$ cat src/rtl/lra_pkg.sv
`default_nettype none

package lra_pkg;

    localparam int MAX_ROWS_DEF = 16;

    localparam int FILL_W    = 20;
    localparam int ITEM_W    = 12;
    localparam int GAP_W     = 10;
    localparam int CNT_W     = 5;
    localparam int ROW_OUT_W = 4;
    localparam int CFG_IDX_W = 2;
    localparam int CFG_DAT_W = 10;

    localparam logic [CFG_IDX_W-1:0] REG_ROW_COUNT = 2'd0;
    localparam logic [CFG_IDX_W-1:0] REG_GAP_SIZE  = 2'd1;

    localparam logic [FILL_W-1:0] FILL_MAX = {FILL_W{1'b1}};

    typedef struct packed {
        logic [ITEM_W-1:0] width;
        logic              last;
    } q_item_t;

    typedef struct packed {
        logic             reload;
        logic [GAP_W-1:0] gap;
    } cfg_t;

endpackage

`default_nettype wire

$ cat src/rtl/least_loaded_row_assigner.sv
`default_nettype none

// Greedy least-loaded row balancer. Each request carries an item width and a
// last-of-set flag; the block adds width plus gap to the least-filled row in
// use (lowest index on a tie, saturating at 2^20-1) and returns that row, the
// widest row so far and the set-done flag. The rows in use are row_count clamped
// to 1..MAX_ROWS. The back end picks up the request in S_IDLE, reads the row
// store one entry per cycle through its single read port in S_SCAN, finishes
// the last compare in S_WAIT and does the update in S_UPD, where it waits while
// the result register is full and not draining. A two-entry request queue and a
// result register let input and output stall apart.
// Writing either register reloads all rows to gap_size; rows reload likewise
// after a last-of-set request. No clearing pass runs after reset.

module least_loaded_row_assigner
    import lra_pkg::*;
#(
    parameter int MAX_ROWS = MAX_ROWS_DEF
)
(
    input  wire logic                 clk,
    input  wire logic                 rst_n,
    input  wire logic                 cfg_valid,
    output logic                      cfg_ready,
    input  wire logic [CFG_IDX_W-1:0] cfg_index,
    input  wire logic [CFG_DAT_W-1:0] cfg_data,
    input  wire logic                 in_valid,
    output logic                      in_ready,
    input  wire logic [ITEM_W-1:0]    item_width,
    input  wire logic                 final_item,
    output logic                      out_valid,
    input  wire logic                 out_ready,
    output logic [ROW_OUT_W-1:0]      chosen_row,
    output logic [FILL_W-1:0]         widest_row,
    output logic                      set_done
);

    localparam int IDX_W = (MAX_ROWS > 1) ? $clog2(MAX_ROWS) : 1;

    logic             q_valid;
    q_item_t          q_item;
    logic             q_pop;
    cfg_t             cfg;
    logic [IDX_W-1:0] last_idx;

    lra_front #(
        .MAX_ROWS (MAX_ROWS),
        .IDX_W    (IDX_W)
    ) u_front (
        .clk        (clk),
        .rst_n      (rst_n),
        .cfg_valid  (cfg_valid),
        .cfg_ready  (cfg_ready),
        .cfg_index  (cfg_index),
        .cfg_data   (cfg_data),
        .in_valid   (in_valid),
        .in_ready   (in_ready),
        .item_width (item_width),
        .final_item (final_item),
        .q_valid    (q_valid),
        .q_item     (q_item),
        .q_pop      (q_pop),
        .cfg        (cfg),
        .last_idx   (last_idx)
    );

    lra_back #(
        .MAX_ROWS (MAX_ROWS),
        .IDX_W    (IDX_W)
    ) u_back (
        .clk        (clk),
        .rst_n      (rst_n),
        .q_valid    (q_valid),
        .q_item     (q_item),
        .q_pop      (q_pop),
        .cfg        (cfg),
        .last_idx   (last_idx),
        .out_valid  (out_valid),
        .out_ready  (out_ready),
        .chosen_row (chosen_row),
        .widest_row (widest_row),
        .set_done   (set_done)
    );

endmodule

`default_nettype wire

$ cat src/rtl/lra_front.sv
`default_nettype none

module lra_front
    import lra_pkg::*;
#(
    parameter int MAX_ROWS = MAX_ROWS_DEF,
    parameter int IDX_W    = (MAX_ROWS > 1) ? $clog2(MAX_ROWS) : 1
)
(
    input  wire logic                 clk,
    input  wire logic                 rst_n,
    input  wire logic                 cfg_valid,
    output logic                      cfg_ready,
    input  wire logic [CFG_IDX_W-1:0] cfg_index,
    input  wire logic [CFG_DAT_W-1:0] cfg_data,
    input  wire logic                 in_valid,
    output logic                      in_ready,
    input  wire logic [ITEM_W-1:0]    item_width,
    input  wire logic                 final_item,
    output logic                      q_valid,
    output q_item_t                   q_item,
    input  wire logic                 q_pop,
    output cfg_t                      cfg,
    output logic [IDX_W-1:0]          last_idx
);

    localparam int NW = ($clog2(MAX_ROWS + 1) > CNT_W) ? $clog2(MAX_ROWS + 1) : CNT_W;
    localparam logic [NW-1:0] MAX_N = NW'(MAX_ROWS);

    logic [CNT_W-1:0] row_count_reg;
    logic [GAP_W-1:0] gap_reg;
    logic             reload_reg;

    logic    [NW-1:0] n_ext;
    logic    [NW-1:0] n_use;
    logic    [NW-1:0] n_last;

    q_item_t          q_mem_reg [2];
    logic             head_reg;
    logic             tail_reg;
    logic       [1:0] cnt_reg;
    logic             push;

    assign cfg_ready = 1'b1;

    always_ff @(posedge clk or negedge rst_n)
    begin
        if (!rst_n)
        begin
            row_count_reg <= CNT_W'(1);
            gap_reg       <= '0;
            reload_reg    <= 1'b0;
        end
        else
        begin
            reload_reg <= 1'b0;
            if (cfg_valid && cfg_ready)
            begin
                unique case (cfg_index)
                    REG_ROW_COUNT:
                    begin
                        row_count_reg <= cfg_data[CNT_W-1:0];
                        reload_reg    <= 1'b1;
                    end
                    REG_GAP_SIZE:
                    begin
                        gap_reg    <= cfg_data[GAP_W-1:0];
                        reload_reg <= 1'b1;
                    end
                    default:
                    begin
                    end
                endcase
            end
        end
    end

    // clamp the row count into 1..MAX_ROWS
    always_comb
    begin
        n_ext = NW'(row_count_reg);
        if (n_ext == '0)
            n_use = NW'(1);
        else if (n_ext > MAX_N)
            n_use = MAX_N;
        else
            n_use = n_ext;
        n_last = n_use - NW'(1);
    end

    assign last_idx   = n_last[IDX_W-1:0];
    assign cfg.reload = reload_reg;
    assign cfg.gap    = gap_reg;

    // two-entry request queue
    assign in_ready = (cnt_reg != 2'd2);
    assign push     = in_valid && in_ready;
    assign q_valid  = (cnt_reg != 2'd0);
    assign q_item   = q_mem_reg[head_reg];

    always_ff @(posedge clk)
    begin
        if (push)
        begin
            q_mem_reg[tail_reg].width <= item_width;
            q_mem_reg[tail_reg].last  <= final_item;
        end
    end

    always_ff @(posedge clk or negedge rst_n)
    begin
        if (!rst_n)
        begin
            head_reg <= 1'b0;
            tail_reg <= 1'b0;
            cnt_reg  <= 2'd0;
        end
        else
        begin
            if (push)
                tail_reg <= ~tail_reg;
            if (q_pop && q_valid)
                head_reg <= ~head_reg;
            if (push && !(q_pop && q_valid))
                cnt_reg <= cnt_reg + 2'd1;
            else if (!push && q_pop && q_valid)
                cnt_reg <= cnt_reg - 2'd1;
        end
    end

endmodule

`default_nettype wire

$ cat src/rtl/lra_back.sv
`default_nettype none

module lra_back
    import lra_pkg::*;
#(
    parameter int MAX_ROWS = MAX_ROWS_DEF,
    parameter int IDX_W    = (MAX_ROWS > 1) ? $clog2(MAX_ROWS) : 1
)
(
    input  wire logic                 clk,
    input  wire logic                 rst_n,
    input  wire logic                 q_valid,
    input  wire q_item_t              q_item,
    output logic                      q_pop,
    input  wire cfg_t                 cfg,
    input  wire logic [IDX_W-1:0]     last_idx,
    output logic                      out_valid,
    input  wire logic                 out_ready,
    output logic [ROW_OUT_W-1:0]      chosen_row,
    output logic [FILL_W-1:0]         widest_row,
    output logic                      set_done
);

    localparam logic [1:0] S_IDLE = 2'd0;
    localparam logic [1:0] S_SCAN = 2'd1;
    localparam logic [1:0] S_WAIT = 2'd2;
    localparam logic [1:0] S_UPD  = 2'd3;

    localparam int SUM_W = FILL_W + 2;

    logic [1:0]        state_reg;
    logic [IDX_W-1:0]  scan_idx_reg;
    logic [IDX_W-1:0]  cmp_idx_reg;
    logic              cmp_vld_reg;
    logic [FILL_W-1:0] rd_data_reg;
    logic              rd_ok_reg;
    logic [FILL_W-1:0] best_reg;
    logic [IDX_W-1:0]  pick_reg;
    logic [FILL_W-1:0] widest_reg;

    logic [FILL_W-1:0] fill_mem [MAX_ROWS];
    logic [MAX_ROWS-1:0] row_ok_reg;

    logic [FILL_W-1:0] gap_fill;
    logic [FILL_W-1:0] cmp_val;
    logic [SUM_W-1:0]  sum;
    logic [FILL_W-1:0] sat;
    logic [FILL_W-1:0] widest_new;
    logic              upd_fire;
    logic [IDX_W+ROW_OUT_W-1:0] pick_ext;

    logic              out_valid_reg;
    logic [ROW_OUT_W-1:0] chosen_reg;
    logic [FILL_W-1:0] widest_out_reg;
    logic              done_reg;

    assign gap_fill = FILL_W'(cfg.gap);
    assign cmp_val  = rd_ok_reg ? rd_data_reg : gap_fill;

    assign sum = SUM_W'(best_reg) + SUM_W'(q_item.width) + SUM_W'(cfg.gap);
    assign sat = (sum > SUM_W'(FILL_MAX)) ? FILL_MAX : sum[FILL_W-1:0];
    assign widest_new = (sat > widest_reg) ? sat : widest_reg;
    assign pick_ext = {{ROW_OUT_W{1'b0}}, pick_reg};

    // take the result only when the output slot is free or draining
    assign upd_fire = (state_reg == S_UPD) && (!out_valid_reg || out_ready);
    assign q_pop    = upd_fire;

    always_ff @(posedge clk)
    begin
        rd_data_reg <= fill_mem[scan_idx_reg];
        if (upd_fire)
            fill_mem[pick_reg] <= sat;
    end

    always_ff @(posedge clk or negedge rst_n)
    begin
        if (!rst_n)
        begin
            state_reg    <= S_IDLE;
            scan_idx_reg <= '0;
            cmp_idx_reg  <= '0;
            cmp_vld_reg  <= 1'b0;
            rd_ok_reg    <= 1'b0;
            best_reg     <= '0;
            pick_reg     <= '0;
            widest_reg   <= '0;
            row_ok_reg   <= '0;
            out_valid_reg <= 1'b0;
        end
        else
        begin
            rd_ok_reg   <= row_ok_reg[scan_idx_reg];
            cmp_idx_reg <= scan_idx_reg;
            cmp_vld_reg <= (state_reg == S_SCAN);

            // keep the first minimum: strict compare favors the lower row
            if (cmp_vld_reg && ((cmp_idx_reg == '0) || (cmp_val < best_reg)))
            begin
                best_reg <= cmp_val;
                pick_reg <= cmp_idx_reg;
            end

            if (out_valid_reg && out_ready)
                out_valid_reg <= 1'b0;

            unique case (state_reg)
                S_IDLE:
                begin
                    scan_idx_reg <= '0;
                    if (q_valid)
                        state_reg <= S_SCAN;
                end
                S_SCAN:
                begin
                    if (scan_idx_reg == last_idx)
                        state_reg <= S_WAIT;
                    else
                        scan_idx_reg <= scan_idx_reg + IDX_W'(1);
                end
                S_WAIT:
                begin
                    state_reg <= S_UPD;
                end
                S_UPD:
                begin
                    if (upd_fire)
                    begin
                        out_valid_reg <= 1'b1;
                        state_reg     <= S_IDLE;
                        row_ok_reg[pick_reg] <= 1'b1;
                        widest_reg    <= widest_new;
                        if (q_item.last)
                        begin
                            row_ok_reg <= '0;
                            widest_reg <= gap_fill;
                        end
                    end
                end
                default:
                begin
                    state_reg <= S_IDLE;
                end
            endcase

            // reload every row on a row-count or gap-size register write
            if (cfg.reload)
            begin
                row_ok_reg <= '0;
                widest_reg <= gap_fill;
            end
        end
    end

    always_ff @(posedge clk)
    begin
        if (upd_fire)
        begin
            chosen_reg     <= pick_ext[ROW_OUT_W-1:0];
            widest_out_reg <= widest_new;
            done_reg       <= q_item.last;
        end
    end

    assign out_valid  = out_valid_reg;
    assign chosen_row = chosen_reg;
    assign widest_row = widest_out_reg;
    assign set_done   = done_reg;

    a_upd_result: assert property (@(posedge clk) disable iff (!rst_n)
        upd_fire |=> out_valid_reg)
        else $error("update did not raise a result");

    a_pick_range: assert property (@(posedge clk) disable iff (!rst_n)
        (state_reg == S_UPD) |-> (pick_reg <= last_idx))
        else $error("picked row outside rows in use");

    a_scan_range: assert property (@(posedge clk) disable iff (!rst_n)
        (state_reg == S_SCAN) |-> (scan_idx_reg <= last_idx))
        else $error("scan index past last row");

    a_reload_clear: assert property (@(posedge clk) disable iff (!rst_n)
        cfg.reload |=> (row_ok_reg == '0))
        else $error("rows not reloaded after register write");

    a_pop_only_upd: assert property (@(posedge clk) disable iff (!rst_n)
        q_pop |-> (q_valid && (state_reg == S_UPD)))
        else $error("queue popped outside update");

endmodule

`default_nettype wire
$ cat config.mk
export PLATFORM = sky130hd
export DESIGN_NAME = least_loaded_row_assigner
export DESIGN_NICKNAME = d
export VERILOG_FILES = /design/src/rtl/lra_pkg.sv /design/src/rtl/least_loaded_row_assigner.sv /design/src/rtl/lra_front.sv /design/src/rtl/lra_back.sv
export SDC_FILE = /design/constraint.sdc
export NUM_CORES = 1
export LEC_CHECK = 0
export ABC_AREA = 1
export ABC_CLOCK_PERIOD_IN_PS = 6100
export BUFFER_PORTS_ARGS = -buffer_cell sky130_fd_sc_hd__buf_2
export CORE_AREA = 2 2 238 240
export DETAILED_ROUTE_END_ITERATION = 7
export DIE_AREA = 0 0 240 242
export PLACE_DENSITY_LB_ADDON = 0.12
export SLEW_MARGIN = 20
export SYNTH_ARGS = -nofsm -noshare
export SYNTH_HDL_FRONTEND = slang
export SYNTH_SLANG_ARGS = --single-unit
$ cat constraint.sdc
create_clock -name clk -period 6.1 [get_ports clk]
set_input_delay 0.915 -clock clk [delete_from_list [all_inputs] [get_ports clk]]
set_output_delay 0.915 -clock clk [all_outputs]
set_load 0.05 [all_outputs]
==> impl_metrics.json <==
{
  "status": "finished clean",
  "crit_path_top_delay_cell": "dfrtp_1",
  "ys_seq_area_share_pct": 63.3,
  "async_flop_share_pct": 19.2,
  "synth_area_leaders": "edfxtp_1 51%, dfrtp_1 10%, nand2_1 7.6%",
  "yosysUniqueCellTypes": 54,
  "fin_crit_ns": 5.64,
  "grt_pass1_wl_mm": 94.4,
  "die_y_um": 242,
  "crit_path_end_kind": "flop",
  "grt_pass1_vias": 15200,
  "syn_to_final_growth_pct": 13.8,
  "synth.largest_area_cell": "edfxtp_1",
  "port_buffers": 56,
  "yosys.area.top_type_share_pct": 50.8,
  "via_per_inst": 5.25,
  "cts_max_path_buffers": 3,
  "synth_edf_count": 371,
  "htreeDepth": 2,
  "cts_sinks": 484,
  "route.detailed.drc": 0,
  "final_cell_area_um2": 24900,
  "worst_pin_slew_ns": 1.00,
  "cp.required_ns": 6.44,
  "synthFlopType": "edfxtp_1",
  "crit_type": "flop to flop",
  "io_pins": 58,
  "finalClockSkew_ns": 0.0244,
  "wl_mm": 63.1,
  "grt_max_degree": 175,
  "fin_crit_sh_pct": 92.4,
  "drv_cap": 0,
  "multi_input_area_um2": 7040,
  "row_count": 87,
  "seqCellArea_um2": 13900,
  "cp-start-kind": "flop",
  "layout_setup_ws_ns": 0.463,
  "synth_warnings": 0,
  "synth-seq-cells": 484,
  "synth_fp_nets": 2162,
  "antenna_cells": 0,
  "slowest_delay_ns": 0.40,
  "crit_buf_inv": 7,
  "drtIter0Drc": 1326,
  "largest_reg_flops": 320,
  "cts_tree": "built",
  "whs_ns": 0.320,
  "routedWlPerCell_um": 21.5,
  "relSlewSlack_pct": 33.2,
  "fp.coreArea_um2": 55700,
  "dieArea_um2": 58100,
  "path_clk_slew_ns": 0.06,
  "vias": 15400,
  "place_congestion": 0.917,
  "start_util_pct": 39.3,
  "final-max-slew-violation-count": 0,
  "ant_nets": 0,
  "hold_viol_final": 0,
  "cpLargestDelayFamily": "simple AND/OR/NAND/NOR gates",
  "final_layout_size_suffix_gt1_share_pct": 12.9,
  "fillCellCount": 5306,
  "setup_viol": 0,
  "postCtsHoldBufs": 0,
  "cp.arrival_ns": 5.98,
  "fmax_mhz": 177,
  "antenna_found_initial": 0,
  "hp-class": "primary input to async pin",
  "worst-path-max-fanout": 20,
  "crit_top_cell": "nand2_1",
  "syn_area_um2": 21900,
  "grt_use_total_pct": 21.8,
  "clockRootBuffer": "clkbuf_16",
  "grt_overflow": 0,
  "die_w_um": 240,
  "dr.pass1.iters": 5,
  "numCtsBuffers": 52,
  "dp_hpwl_mm": 38.8,
  "synth_cells": 2062,
  "fin_nets": 2240,
  "place_area_um2": 23300,
  "syn_area_per_cell_um2": 10.6,
  "pre_cts_ws_ns": 0.125,
  "clock_latency_ns": 0.61
}
## cell type report
class / count / share of cell area [%]
Clock buffer: 67 / 5.44
Clock inverter: 30 / 1.12
Inverter: 186 / 2.81
Multi-Input combinational cell: 1302 / 28.2
Sequential cell: 484 / 55.6
Tap cell: 756 / 3.79
Timing Repair Buffer: 114 / 2.99
## worst register-to-register path, delay by kind of cell (launching register included)
family                     cells  cell delay (ns)
and+or+nand+nor               20             2.37
adders and majority gates      4             1.27
buffers and inverters          7             0.90
DFF                            1             0.40
AOI/OAI and AO/OA              2             0.29
xor gates and xnor gates       1             0.17
## routing by layer
layer / wire, µm / track usage [%] / vias to the layer above
met1: 28200 / 29.8 / 7676
met3: 2990 / 2.87 / 79
met2: 30100 / 35.8 / 373
li1: - / - / 7296
met4: 1810 / 7.12 / 0
met5: 0 / 0 / -
## synth_stat cells, drive strengths merged (11+ instances only)
cell type and number:
xor2 20, o21ai 174, buf 16, edfxtp 371
a221oi 25, a21oi 112, o22ai 36, dfxtp 20
dfrtp 92, inv 182, and2 23, o221ai 15
ha 68, nand2 468, xnor2 11, nor2 177
nand4 30, clkbuf 75, nand3 107
## cells by family after synthesis
logic type / count (synthesis) / synth area share (%)
fa+ha+maj: 70 / 4.06
other cells: 1 / 0.0171
simple gates: 820 / 16.6
compound gates: 379 / 9.77
buf+inv: 277 / 5.09
xor+xnor: 31 / 1.24
flops: 484 / 63.3
## path summary, 6_finish.rpt
check	slack, ns	endpoint	start	depth (start not counted)
setup / recovery	0.46	u_back.widest_row[11]	u_front.head_reg	34
hold / removal	0.32	u_back.best_reg[19]	rst_n	1
setup reg to reg	0.46	u_back.widest_row[11]	u_front.head_reg	34
hold reg to reg	0.48	u_back.widest_reg[10]	u_back.widest_reg[10]	2
max in group asynchronous	4.57	u_back.scan_idx_reg[1]	rst_n	2
min in group clk	0.48	u_back.widest_reg[10]	u_back.widest_reg[10]	2
## timing repair
action                                  CTS  global route
setup buffers                             0             0
gates resized for setup                   0             8
endpoints found under the setup margin    0            40
## cells in the final DEF, fill, tap and decap left out, types with 5 or more instances in the layout
master,instances
nand2_2,20
xnor2_1,11
o22ai_1,36
ha_1,68
bufinv_16,5
and2_1,23
clkbuf_16,52
dfxtp_1,20
xor2_1,20
o221ai_1,15
a21oi_1,109
edfxtp_1,371
o21ai_0,174
clkinv_2,7
clkbuf_1,15
nand3_1,83
a31oi_1,7
nand2_1,446
nor3_2,5
nor2_2,22
dfrtp_1,90
a221oi_1,25
buf_2,55
nand4_1,30
inv_2,9
nand3_2,23
clkinv_1,17
nor2_1,151
inv_1,172
buf_4,56
## stage by stage
step / std cells / setup TNS [ns] / utilization [%]
2_1_floorplan: 2062 / 0 / -
3_3_place_gp: 2841 / 0 / 41.7
3_5_place_dp: 2841 / 0 / 41.7
4_1_cts: 2938 / 0 / 44.7
5_1_grt: 2939 / -0.00867 / 44.8
6_report: 2939 / 0 / 44.8
Power is left out: the tool's default activity adds up to more than one toggle a clock period on the data nets, which glitch-free logic cannot reach.
